**src/rtl/wpm_pkg.sv**
```systemverilog
// Shared types and constants for the wildcard pattern matcher.
package wpm_pkg;

  localparam logic [7:0] SYM_ANY  = 8'd63;
  localparam logic [7:0] SYM_STAR = 8'd42;

  typedef enum logic [1:0] {
    FUNC_CLEAR   = 2'd0,
    FUNC_APPEND  = 2'd1,
    FUNC_TEXT    = 2'd2,
    FUNC_RESTART = 2'd3
  } wpm_func_t;

  // One-hot operation strobes, raised only in the cycle a request is processed.
  typedef struct packed {
    logic clear;
    logic append;
    logic text;
    logic restart;
  } wpm_ctrl_t;

endpackage

```
**src/rtl/wpm_in_if.sv**
```systemverilog
// Request channel interface: operation and character byte.
interface wpm_in_if import wpm_pkg::*; ();
  logic      valid;
  logic      ready;
  wpm_func_t func;
  logic [7:0] symbol;

  modport source (output valid, output func, output symbol, input ready);
  modport sink   (input valid, input func, input symbol, output ready);
endinterface

```
**src/rtl/wpm_out_if.sv**
```systemverilog
// Result channel interface: match, overflow and empty-text flags.
interface wpm_out_if import wpm_pkg::*; ();
  logic valid;
  logic ready;
  logic match;
  logic overflow;
  logic empty_text;

  modport source (output valid, output match, output overflow, output empty_text,
                  input ready);
  modport sink   (input valid, input match, input overflow, input empty_text,
                  output ready);
endinterface

```
**src/rtl/wpm_pat.sv**
```systemverilog
// Pattern store: characters, star/any decode, length and overflow flag.
module wpm_pat import wpm_pkg::*; #(
  parameter int PAT_LEN = 32,
  localparam int LEN_W = $clog2(PAT_LEN + 1)
) (
  input  logic               clk,
  input  logic               rst_n,
  input  wpm_ctrl_t          ctrl,
  input  logic [7:0]         symbol,
  output logic [LEN_W-1:0]   len,
  output logic               ovf,
  output logic [PAT_LEN-1:0] star_cur,
  output logic [PAT_LEN-1:0] star_upd,
  output logic [PAT_LEN-1:0] hit
);

  logic [7:0]         char_r [PAT_LEN];
  logic [PAT_LEN-1:0] star_r;
  logic [PAT_LEN-1:0] any_r;
  logic [PAT_LEN-1:0] live;
  logic [LEN_W-1:0]   len_r;
  logic               ovf_r;
  logic               full;

  assign full = (len_r == LEN_W'(PAT_LEN));
  assign len  = len_r;
  assign ovf  = ovf_r;

  // Entries are written only at the current length; no reset on the contents.
  always_ff @(posedge clk) begin
    for (int p = 0; p < PAT_LEN; p++) begin
      if (ctrl.append && !full && (len_r == LEN_W'(p))) begin
        char_r[p] <= symbol;
        star_r[p] <= (symbol == SYM_STAR);
        any_r[p]  <= (symbol == SYM_ANY);
      end
    end
  end

  always_ff @(posedge clk) begin
    if (!rst_n) begin
      len_r <= '0;
      ovf_r <= 1'b0;
    end else if (ctrl.clear) begin
      len_r <= '0;
      ovf_r <= 1'b0;
    end else if (ctrl.append) begin
      if (full) begin
        ovf_r <= 1'b1;
      end else begin
        len_r <= len_r + LEN_W'(1);
      end
    end
  end

  always_comb begin
    for (int p = 0; p < PAT_LEN; p++) begin
      live[p]     = (LEN_W'(p) < len_r);
      star_cur[p] = live[p] & star_r[p];
      hit[p]      = live[p] & ~star_r[p] & (any_r[p] | (char_r[p] == symbol));
    end
  end

  // Star mask as it stands once this request's pattern edit has landed.
  always_comb begin
    star_upd = star_cur;
    if (ctrl.clear) begin
      star_upd = '0;
    end else if (ctrl.append && !full) begin
      for (int p = 0; p < PAT_LEN; p++) begin
        if (len_r == LEN_W'(p)) star_upd[p] = (symbol == SYM_STAR);
      end
    end
  end

endmodule

```
**src/rtl/wpm_track.sv**
```systemverilog
// Reached-position set: a text step, or position zero for other requests, plus star closure through a carry chain.
module wpm_track import wpm_pkg::*; #(
  parameter int PAT_LEN = 32,
  localparam int LEN_W = $clog2(PAT_LEN + 1)
) (
  input  logic               clk,
  input  logic               rst_n,
  input  wpm_ctrl_t          ctrl,
  input  logic [LEN_W-1:0]   len,
  input  logic [PAT_LEN-1:0] star_cur,
  input  logic [PAT_LEN-1:0] star_upd,
  input  logic [PAT_LEN-1:0] hit,
  output logic               match
);

  logic [PAT_LEN:0] reached_r;
  logic [PAT_LEN:0] reached_nxt;
  logic [PAT_LEN:0] step;
  logic [PAT_LEN:0] seed;
  logic [PAT_LEN:0] smask;
  logic [PAT_LEN:0] gen;
  logic [PAT_LEN:0] carry;

  always_comb begin
    // A reached star stays put; a matched plain/any position moves up one.
    step = {1'b0, reached_r[PAT_LEN-1:0] & star_cur} |
           {reached_r[PAT_LEN-1:0] & hit, 1'b0};
    if (ctrl.text) begin
      seed  = step;
      smask = {1'b0, star_cur};
    end else begin
      seed  = (PAT_LEN + 1)'(1);
      smask = ctrl.restart ? {1'b0, star_cur} : {1'b0, star_upd};
    end
    // Closure: reached star generates, star run propagates -> adder carries.
    gen         = seed & smask;
    carry       = (smask + gen) ^ smask ^ gen;
    reached_nxt = seed | carry;
  end

  assign match = reached_nxt[len];

  always_ff @(posedge clk) begin
    if (!rst_n) begin
      reached_r <= (PAT_LEN + 1)'(1);
    end else if (ctrl.clear || ctrl.append || ctrl.text || ctrl.restart) begin
      reached_r <= reached_nxt;
    end
  end

endmodule

```
**src/rtl/wildcard_pattern_matcher.sv**
```systemverilog
// Wildcard matcher top: request register, pattern store, tracker, result register.
// Requests pass through the request register; results land in the output register.
// One request per cycle while no result is held up; star closure is one carry chain.
// Clear and append requests produce no result and never wait on the result side.
// Reset: empty pattern, overflow clear, position zero reached, both channels idle.
// Pattern characters are not cleared by reset; only entries below the length are used.
module wildcard_pattern_matcher import wpm_pkg::*; #(
  parameter int PAT_LEN = 32
) (
  input  logic     clk,
  input  logic     rst_n,
  wpm_in_if.sink   in_req,
  wpm_out_if.source out_res
);

  localparam int LEN_W = $clog2(PAT_LEN + 1);

  logic       s1_valid_r;
  wpm_func_t  s1_func_r;
  logic [7:0] s1_sym_r;
  logic       s1_fire;
  logic       s1_has_res;
  logic       out_free;
  wpm_ctrl_t  ctrl;

  logic       out_valid_r;
  logic       match_r;
  logic       overflow_r;
  logic       empty_r;

  logic [LEN_W-1:0]   pat_len;
  logic               pat_ovf;
  logic [PAT_LEN-1:0] star_cur;
  logic [PAT_LEN-1:0] star_upd;
  logic [PAT_LEN-1:0] hit;
  logic               pos_match;

  assign s1_has_res = (s1_func_r == FUNC_TEXT) || (s1_func_r == FUNC_RESTART);
  assign out_free   = !out_valid_r || out_res.ready;
  assign s1_fire    = s1_valid_r && (!s1_has_res || out_free);
  assign in_req.ready = !s1_valid_r || s1_fire;

  always_ff @(posedge clk) begin
    if (!rst_n) begin
      s1_valid_r <= 1'b0;
    end else if (in_req.ready) begin
      s1_valid_r <= in_req.valid;
    end
  end

  always_ff @(posedge clk) begin
    if (in_req.valid && in_req.ready) begin
      s1_func_r <= in_req.func;
      s1_sym_r  <= in_req.symbol;
    end
  end

  always_comb begin
    ctrl = '0;
    if (s1_fire) begin
      unique case (s1_func_r)
        FUNC_CLEAR:   ctrl.clear   = 1'b1;
        FUNC_APPEND:  ctrl.append  = 1'b1;
        FUNC_TEXT:    ctrl.text    = 1'b1;
        FUNC_RESTART: ctrl.restart = 1'b1;
        default:      ctrl = '0;
      endcase
    end
  end

  wpm_pat #(.PAT_LEN(PAT_LEN)) u_pat (
    .clk      (clk),
    .rst_n    (rst_n),
    .ctrl     (ctrl),
    .symbol   (s1_sym_r),
    .len      (pat_len),
    .ovf      (pat_ovf),
    .star_cur (star_cur),
    .star_upd (star_upd),
    .hit      (hit)
  );

  wpm_track #(.PAT_LEN(PAT_LEN)) u_track (
    .clk      (clk),
    .rst_n    (rst_n),
    .ctrl     (ctrl),
    .len      (pat_len),
    .star_cur (star_cur),
    .star_upd (star_upd),
    .hit      (hit),
    .match    (pos_match)
  );

  always_ff @(posedge clk) begin
    if (!rst_n) begin
      out_valid_r <= 1'b0;
    end else if (s1_fire && s1_has_res) begin
      out_valid_r <= 1'b1;
    end else if (out_res.ready) begin
      out_valid_r <= 1'b0;
    end
  end

  // Text and restart leave length and overflow untouched, so current values hold.
  always_ff @(posedge clk) begin
    if (s1_fire && s1_has_res) begin
      match_r    <= pos_match && !pat_ovf;
      overflow_r <= pat_ovf;
      empty_r    <= ctrl.restart;
    end
  end

  assign out_res.valid      = out_valid_r;
  assign out_res.match      = match_r;
  assign out_res.overflow   = overflow_r;
  assign out_res.empty_text = empty_r;

  a_ovf_no_match: assert property (@(posedge clk) disable iff (!rst_n)
    out_res.valid |-> !(out_res.match && out_res.overflow))
    else $error("match reported with overflow set");

  a_no_result_overwrite: assert property (@(posedge clk) disable iff (!rst_n)
    (out_valid_r && !out_res.ready) |-> !(s1_fire && s1_has_res))
    else $error("result register overwritten while stalled");

  a_len_bound: assert property (@(posedge clk) disable iff (!rst_n)
    pat_len <= LEN_W'(PAT_LEN))
    else $error("pattern length beyond store capacity");

  a_clear_effect: assert property (@(posedge clk) disable iff (!rst_n)
    ctrl.clear |=> (!pat_ovf && (pat_len == '0)))
    else $error("clear did not empty the pattern");

endmodule

```
**src/flat_wrapper.sv**
```systemverilog
// flat-port wrapper written by rule: the top's interface ports become plain ports
module wildcard_pattern_matcher_flat import wpm_pkg::*;
#(
  parameter int PAT_LEN = 32
)
  (clk, rst_n, in_req_valid, in_req_func, in_req_symbol, in_req_ready, out_res_valid, out_res_match, out_res_overflow, out_res_empty_text, out_res_ready);
  wpm_in_if in_req_i ();
  wpm_out_if out_res_i ();
  input  logic clk;
  input  logic rst_n;
  input wire logic [$bits(in_req_i.valid)-1:0] in_req_valid;
  input wire logic [$bits(in_req_i.func)-1:0] in_req_func;
  input wire logic [$bits(in_req_i.symbol)-1:0] in_req_symbol;
  output wire logic [$bits(in_req_i.ready)-1:0] in_req_ready;
  output wire logic [$bits(out_res_i.valid)-1:0] out_res_valid;
  output wire logic [$bits(out_res_i.match)-1:0] out_res_match;
  output wire logic [$bits(out_res_i.overflow)-1:0] out_res_overflow;
  output wire logic [$bits(out_res_i.empty_text)-1:0] out_res_empty_text;
  input wire logic [$bits(out_res_i.ready)-1:0] out_res_ready;
  assign in_req_i.valid = in_req_valid;
  assign in_req_i.func = in_req_func;
  assign in_req_i.symbol = in_req_symbol;
  assign in_req_ready = in_req_i.ready;
  assign out_res_valid = out_res_i.valid;
  assign out_res_match = out_res_i.match;
  assign out_res_overflow = out_res_i.overflow;
  assign out_res_empty_text = out_res_i.empty_text;
  assign out_res_i.ready = out_res_ready;
  wildcard_pattern_matcher #(.PAT_LEN(PAT_LEN)) u_core (.clk(clk), .rst_n(rst_n), .in_req(in_req_i), .out_res(out_res_i));
endmodule
```
**config.mk**
```make
export PLATFORM = sky130hd
export DESIGN_NAME = wildcard_pattern_matcher_flat
export DESIGN_NICKNAME = d
export VERILOG_FILES = /design/src/rtl/wpm_pkg.sv /design/src/rtl/wpm_in_if.sv /design/src/rtl/wpm_out_if.sv /design/src/rtl/wpm_pat.sv /design/src/rtl/wpm_track.sv /design/src/rtl/wildcard_pattern_matcher.sv /design/src/flat_wrapper.sv
export SDC_FILE = /design/constraint.sdc
export NUM_CORES = 1
export LEC_CHECK = 0
export ABC_AREA = 1
export BUFFER_PORTS_ARGS = -buffer_cell sky130_fd_sc_hd__buf_2
export CORE_UTILIZATION = 47
export CTS_CLUSTER_DIAMETER = 40
export DETAILED_ROUTE_END_ITERATION = 7
export PLACE_DENSITY = 0.65
export SYNTH_ARGS = -nofsm -noshare
export SYNTH_HDL_FRONTEND = slang
export SYNTH_HIERARCHICAL = 1
export SYNTH_SLANG_ARGS = --single-unit
```
**constraint.sdc**
```tcl
create_clock -name clk -period 6.4 [get_ports clk]
set_input_delay 0.96 -clock clk [delete_from_list [all_inputs] [get_ports clk]]
set_output_delay 0.96 -clock clk [all_outputs]
set_load 0.005 [all_outputs]
```
==> impl.org, run 1 <==
** Logic synthesis
- Counting flops with a built-in enable in the synthesized netlist gives 333.
- Counting flops with an async set or reset pin after synthesis yields a share of 0.
- Cells after synthesis :: 2365
- Leading register cell type out of synthesis :: edfxtp_1
- In this run, synthesis produced a sequential element count of 374.
- Nets in the synthesized netlist :: 2383
- Synth area leaders :: edfxtp_1 (49%), nand2_1 (13%), xnor2_1 (10%)
- Share of the synthesized area in the top cell type :: 0.4862
- The biggest area contributor in the post-synthesis netlist is edfxtp_1.
- During synthesis, Yosys emitted a total of 6 warnings.
- Netlist Area Pre-Place :: 0.02057 mm²
- A synthesized cell averages 8.697 µm².
- The share of the Yosys chip area taken by registers is 0.5261.
- In this run, distinct cell masters in the synthesized netlist total 46.

** Global route
- The initial antenna violation count is 0.
- The number of global-route vias before repair came to 15259.
- Maximum number of pins on one net before global-route repair :: 67
- After global routing, the most crowded layer is met2.
- Grt met1 use :: 0.3448
- GRT Util Overall :: 0.2598
- Grt total ovfl :: 0
- The first global-routing pass estimated 87.19 mm of wire.
- For this run, global-route usage on met2 was measured as 0.4347.
- For met3 alone, demand over resource in global routing was 0.04133.

** Min path
- Hold Path Class :: reg -> reg
- Worst Hold Launch :: u_core/s1_valid_r

** Critical path
- The largest single stage delay on the critical path is 560 ps.
- CP Max Fanout :: 23
- CP Buf/Inv Count :: 6
- End of the worst register-to-register path :: u_core/out_res.match
- Type of the setup path with the least slack :: reg -> reg
- Number of cells on the worst reg-to-reg path :: 32
- Capture point of the worst path :: u_core/out_res.match
- STA puts the critical path data arrival time at 5180 ps.
- Crit. path cell count :: 32
- The slowest stage of the critical path belongs to the cell ha_1.
- Required time of the critical path :: 6740 ps
- Broken down by cell family, the worst path's largest delay share belongs to simple AND/OR/NAND/NOR gates.
- The worst setup path is captured at a flip-flop.
- Counting stages on the worst path, the most repeated cell is nand2_1.
- Source of the critical timing path :: u_core/u_pat/len[1]
- STA classifies the critical path startpoint as a flip-flop.
- Register-to-register setup slack :: 1560 ps
- In this run the critical register-to-register path is launched from u_core/u_pat/len[1].

** Routing
- Summing over every cut layer, the via total after detailed routing is 15568.
- Routed WL per cell :: 18.64 µm
- Detail-routed via count per cell :: 5.146
- The detail route stage leaves a number of antenna-violating nets equal to 0.
- In the routed design, unresolved DRC markers number 0.
- DRC marker count from the first detailed-route iteration :: 1268
- Length of the first detailed-routing pass in iterations :: 5
- Routed wire length :: 56.39 mm

** Place
- After legalization and detailed placement, the total HPWL measured 40.37 mm.
- During placement, the flow inserted port buffers numbering 18.
- Cells after DPL :: 2923
- Routability-driven placement finished with a final weighted congestion of 0.9588.

** Run
- Count of max-cap constraint violations :: 0

** Timing
- In this run the tightest slew margin relative to its limit is 0.2656.
- Slew Viols, Final :: 0
- For the final routed database, the setup TNS stands at 0 ps.
- Fin Hold WS :: 494.3 ps
- For the pin with the worst max-slew slack, the measured transition is 1098 ps.
- Final Hold Violating Endpoints :: 0
- Setup violations remaining at the end of the flow were counted as 0.
- Min Clock Period, post-route :: 4836 ps
- Setup repair after global routing left no endpoint under its margin.
- Max Freq :: 0.2068 GHz
- Final cycle utilization of the critical path :: 0.7556
- Across the routed clock network, the largest skew measured is 33.81 ps.

** Floorplanning
- In this run the core area contains 76 standard-cell rows.
- The initial utilization of the core area, before any placement, comes to 0.4775.
- Pin placement for this block handled 19 I/O pins.
- Core ar. :: 0.04308 mm²
- The die covers 0.04460 mm².
- Chip Height :: 211.2 µm
- Measured along the x axis, the die boundary spans 211.2 µm.

** Layout
- Commonest non-fill, non-tap cells in the layout :: nand2_1 (721), edfxtp_1 (333), inv_1 (285)
- From synthesis to final layout, the design area changed by 12.63%.
- Leaving out fill and tap cells, the most frequent cell in the layout is nand2_1.
- Fraction of final layout cells with drive strength greater than 1 :: 0.1029
- Diodes inserted :: 0
- Non-filler cells in the finished layout :: 3025
- The net count of the finished layout is 2414.
- At the end of the flow the core is filled with cells to 0.5378.

** Power and ir drop
- Static leakage :: 9.421 nW
- Overall power consumption after layout is estimated at 6.071 mW.
- Cell Pwr Density :: 262.1 mW/mm²
- The worst-case IR drop observed on VDD is 0.2483 mV.

** Clocking
- The clock passes through at most 3 buffers.
- Clock tree synthesis found a total of 374 sinks.
- The root buffer cell chosen for the clock tree is clkbuf_16.
- In this run the number of H-tree levels came out at 2.
- Clock-pin slew was measured on the worst setup and hold paths at 50 ps.
- TritonCTS built the clock tree.
- Clock latency on the worst-skew pair, taken at its later pin, is 620 ps.
- Post-cts hold buffer count :: 0
- Cts bufs inserted :: 56
- Postcts setup bufs :: 0
- Post_cts resized :: 0

** Status
- Status :: completed
[through the flow]
stage / area, µm² / worst slack, ps
floorplan: 20570 / 2848
global placement: 21250 / 1773
detailed placement: 21250 / 1730
CTS: 23170 / 1692
global route: 23170 / 1180
finish: 23170 / 1564
[Yosys cell counts, types with 2 or more instances]
master,count
dfxtp_1,41
o21ai_2,2
or2_2,5
nand4_1,28
inv_1,285
o21bai_1,6
nor3_2,8
a21oi_1,99
xnor2_1,237
buf_2,39
o21ai_0,49
nand3_1,96
ha_1,4
a41oi_1,4
a21oi_2,4
nor2_2,30
nand2_1,721
clkbuf_1,14
nand3_2,4
nor3_1,7
or2_1,3
nand3b_1,9
o211ai_1,13
buf_6,9
edfxtp_1,333
buf_4,7
o21ai_1,8
nand2_2,36
inv_2,15
nor2_4,3
nor2_1,225
and2_1,5
clkinv_1,2
buf_1,2
[metal layers]
metal	up-vias	wire length [µm]
li1	7614	-
met4	0	1526
met2	443	26740
met1	7423	25020
met3	88	3101
met5	-	0
[cells by family (layout without fill, tap and decap cells)]
family	after synthesis	in the layout	share of synthesized area
DFF	374	374	0.5261
muxes	1	1	0.0004867
xor gates and xnor gates	238	238	0.1013
and+or+nand+nor	1186	1186	0.2441
adders and majority gates	4	4	0.002433
AOI/OAI and AO/OA	189	189	0.05061
buffers and inverters	373	448	0.07501
[state kept, by name, indices dropped and copies added, names as in the netlist, 2 cells and up]
signal,count
u_core/u_pat/char_r,256
u_core/u_pat/len,6
u_core/u_track/reached_r,32
u_core/s1_func_r,2
u_core/s1_sym_r,8
u_core/u_pat/any_r,32
u_core/u_pat/star_r,32
[power breakdown]
part	internal (mW)	leakage [nW]	switching [mW]
registers	2.68	3.34	0.0242
clock network	1.87	0.909	1.19
logic	0.103	5.17	0.204
[worst register-to-register path: cells and delay by family (launching register included)]
| kind | cells | cell delay, ps |
|---|---|---|
| buffers and inverters | 6 | 790 |
| DFF | 1 | 300 |
| adders and majority gates | 2 | 740 |
| AOI/OAI and AO/OA | 1 | 230 |
| and+or+nand+nor | 23 | 2520 |
[area by class of cell]
class                   count  area, µm²
fillers                  3959      19910
clock buffers              64       1453
well taps                 585      732.0
inverters                 302       1134
repair buffers             44      335.3
clock inverters            38      459.2
flip-flops and latches    374      10820
multi-input cells        1618       8233
[how the worst min path moves through the flow]
stage,to,slack (ps),cells after the start
2_1_floorplan,u_core/out_res.overflow,430,0
3_3_place_gp,u_core/out_res.valid,480,2
3_5_place_dp,u_core/out_res.valid,480,2
4_1_cts,u_core/s1_sym_r[3],480,1
5_1_grt,u_core/s1_sym_r[3],490,1
6_report,u_core/out_res.valid,490,2
(Power assumes the default switching activity.)
==> inputs of run 2 (changes only) <==
Settings changed: PLACE_DENSITY 0.65 to 0.68.
Clock period 6.4 ns to 4.3 ns, I/O delays scaled along.
==> run 2 against run 1 <==
  * Sequential share of layout area decreased by 0.99 points
  * Worst hold slack got worse by 300 ps
  * Non-clock buffer count increased by 56
  * Largest power group unchanged
==> impl.org, run 2 (synthesis gave the netlist of run 1 again) <==
** Status
- Status :: completed

** Critical path
- The most critical setup path has its startpoint at u_core/s1_sym_r[3].
- Cell chain of the critical path :: buf_12 -> nand4_1 -> nor2_4 -> buf_12 -> nand2_1 -> a21oi_1 -> nand2_1 -> nand2_1 -> nand2_1 -> nor2_2 -> inv_2 -> nor2_1 -> nand2_1 -> nor2_1 -> nand2_1 -> nand4_1 -> nand3_1 -> nand3_1 -> nand3_1 -> nand3_1 -> nand2_1 -> nand2_1 -> inv_1 -> nor2_1
- Slowest stage cell, crit path :: edfxtp_1
- Number of cells on the worst reg-to-reg path :: 24
- For this run, the slowest stage of the critical path takes 500 ps.
- In this design, the largest share of critical-path delay is due to simple AND/OR/NAND/NOR gates.
- Capture point of the worst path :: u_core/out_res.match
- Data arrival time of the critical path :: 4370 ps
- Counting both buffers and inverters, the worst setup path holds a total of 4.
- Counting buffers and inverters, the worst setup path is 24 cells deep.
- In this run the critical register-to-register path is captured at u_core/out_res.match.
- The setup check on the worst reg-to-reg path leaves a slack of 390 ps.
- At the worst endpoint, the required time is 4760 ps.
- The worst register-to-register path begins at u_core/s1_sym_r[3].
- The worst setup path is captured at a flip-flop.
- Crit start category :: flip-flop
- By instance count, the cell type seen most on the critical path is nand2_1.
- Of all nets on the critical path, the largest fanout is 54.
- Type of the setup path with the least slack :: reg -> reg

** Routing
- In the routed design, unresolved DRC markers number 0.
- Using the TritonRoute via totals, the vias-per-cell ratio works out to 5.173.
- Across all layers, the routed design uses 15952 vias.
- Routed wire length :: 56.82 mm
- After detailed routing, the average wire length per cell comes to 18.42 µm.
- In this run the remaining antenna-violating nets after routing total 0.
- DRC marker count from the first detailed-route iteration :: 1258
- The pre-antenna-repair detailed-routing pass consisted of 5 iterations.

** Timing
- Of the available clock period, the critical path in the final layout requires 0.9085.
- The number of failing hold endpoints at the final stage was 0.
- Based on the critical path, the design can be clocked at up to 0.2560 GHz.
- At the pin with the least slew margin, the transition time is 1100 ps.
- Setup violations remaining at the end of the flow were counted as 0.
- The smallest clock period supported by the final layout is computed as 3907 ps.
- Adding up every negative setup slack in the final design gives 0 ps.
- Setup repair after global routing left no endpoint under its margin.
- Slew Viols, Final :: 0
- Worst slew slack as a fraction of its limit :: 0.2637
- Final clock skew :: 48.93 ps

** Clocking
- Insertion delay to the later sink of the worst-skew pair :: 630 ps
- Worst-path clk slew :: 60 ps
- Largest buffer count on any clock path :: 3
- The H-tree was split into 2 levels.
- Clock tree from TritonCTS :: yes
- CTS Root Cell :: clkbuf_16
- Post-cts hold buffer count :: 0
- Cts bufs inserted :: 56
- Clock tree sinks :: 374

** Floorplanning
- Chip Height :: 211.2 µm
- The floorplan has 76 rows.
- Initial Utilization :: 0.4775
- Top Ports :: 19
- Die X-Extent :: 211.2 µm
- Core ar. :: 0.04308 mm²
- The floorplan step defined a die boundary enclosing 0.04460 mm².

** Layout
- Non-filler cells in the finished layout :: 3084
- Count of fill cells added during filler insertion :: 3899
- The net count of the finished layout is 2470.
- Most common cell after layout, fill and taps aside :: nand2_1
- Diodes inserted :: 0
- Most flop-heavy register :: u_core/u_pat/char_r
- In the final layout, the share of cells above drive strength 1 is 0.1265.
- Max FFs per register :: 256
- Commonest non-fill, non-tap cells in the layout :: nand2_1 (721), edfxtp_1 (333), inv_1 (285)
- Area added between synthesis and finish :: 15.09%

** Global route
- Global-route wire length before repair :: 88.12 mm
- The initial antenna violation count is 0.
- In the global route stage, overall resource usage came out at 0.2618.
- After global routing the overflow that remains totals 0.
- The number of global-route vias before repair was 15547.
- Maximum number of pins on one net before global-route repair :: 55

** Place
- At the end of routability-driven placement, the weighted congestion stood at 1.005.
- The number of placed instances, taps included, is 2970.
- The wire-length estimate of the detail-placed layout is 41.42 mm.
- Port bufs :: 18

** Power and ir drop
- Internal power comes to 6.814 mW.
- Switching share of power :: 0.2436
- Power spread over the standard cell area amounts to 380.6 mW/mm².
- Summed over all cells, the static leakage comes to 9.729 nW.
- Switching power :: 2.194 mW
- The share of total power dissipated in sequential elements is 0.446.
- Combinational group share of total power :: 0.055
- The worst-case IR drop observed on VDD is 0.5567 mV.
- Clock network power share :: 0.499

** Min path
- The min-delay analysis places its worst path in the category in -> reg.

** Run
- Max-cap violations in this run came to 0.
==> run 2: layout make-up <==
type / instances / area, µm² / area share
inverter: 302 / 1134 / 0.04789
sequential: 374 / 10820 / 0.4572
clock buffer: 59 / 1413 / 0.05967
multi-input combinational: 1618 / 8240 / 0.3481
clock inverter: 46 / 475.5 / 0.02008
tap: 585 / 732.0 / 0.03092
timing repair buffer: 100 / 855.8 / 0.03615
==> run 2: per-stage QoR <==
stage / setup WS, ps / utilization / instance area, µm² / hold WS (ps) / power (mW)
2_1_floorplan: 748.2 / - / 20570 / 431.4 / 4.409
3_3_place_gp: 93.68 / 0.5039 / 21710 / 489.3 / 4.562
3_5_place_dp: 237.9 / 0.5039 / 21710 / 486.1 / 4.571
4_1_cts: 216.7 / 0.5478 / 23600 / 149.8 / 9.084
5_1_grt: 3.377 / 0.5496 / 23670 / 162.5 / 9.283
6_report: 393.4 / 0.5496 / 23670 / 195.6 / 9.009
==> run 2: how the worst min path moves through the flow <==
stage | depth (start not counted) | from | endpoint
global route | 1 | in_req_symbol[2] | u_core/s1_sym_r[2]
finish | 1 | in_req_symbol[1] | u_core/s1_sym_r[1]
detailed placement | 2 | u_core/s1_valid_r | u_core/out_res.valid
CTS | 1 | in_req_symbol[1] | u_core/s1_sym_r[1]
floorplan | 0 | u_core/u_pat/ovf | u_core/out_res.overflow
global placement | 2 | u_core/s1_valid_r | u_core/out_res.valid
==> run 2: repair_timing <==
item | CTS | global route
gates resized for setup | 0 | 5
buffers inserted | 0 | 9
endpoints found under the setup margin | 0 | 1
==> run 2: power groups by stage <==
stage	Combinational, mW	Sequential, mW	Clock (mW)
detailed placement	0.478	4.09	0
global placement	0.469	4.09	0
global route	0.544	4.02	4.72
CTS	0.481	4.02	4.58
finish	0.495	4.01	4.50
floorplan	0.318	4.09	0
==> run 2: per-layer routing <==
layer,vias up,GRT usage,wire length (µm)
li1,7748,-,-
met1,7608,0.3544,25020
met2,490,0.4230,26320
met3,106,0.04356,3696
met4,0,0.09570,1787
met5,-,0,0
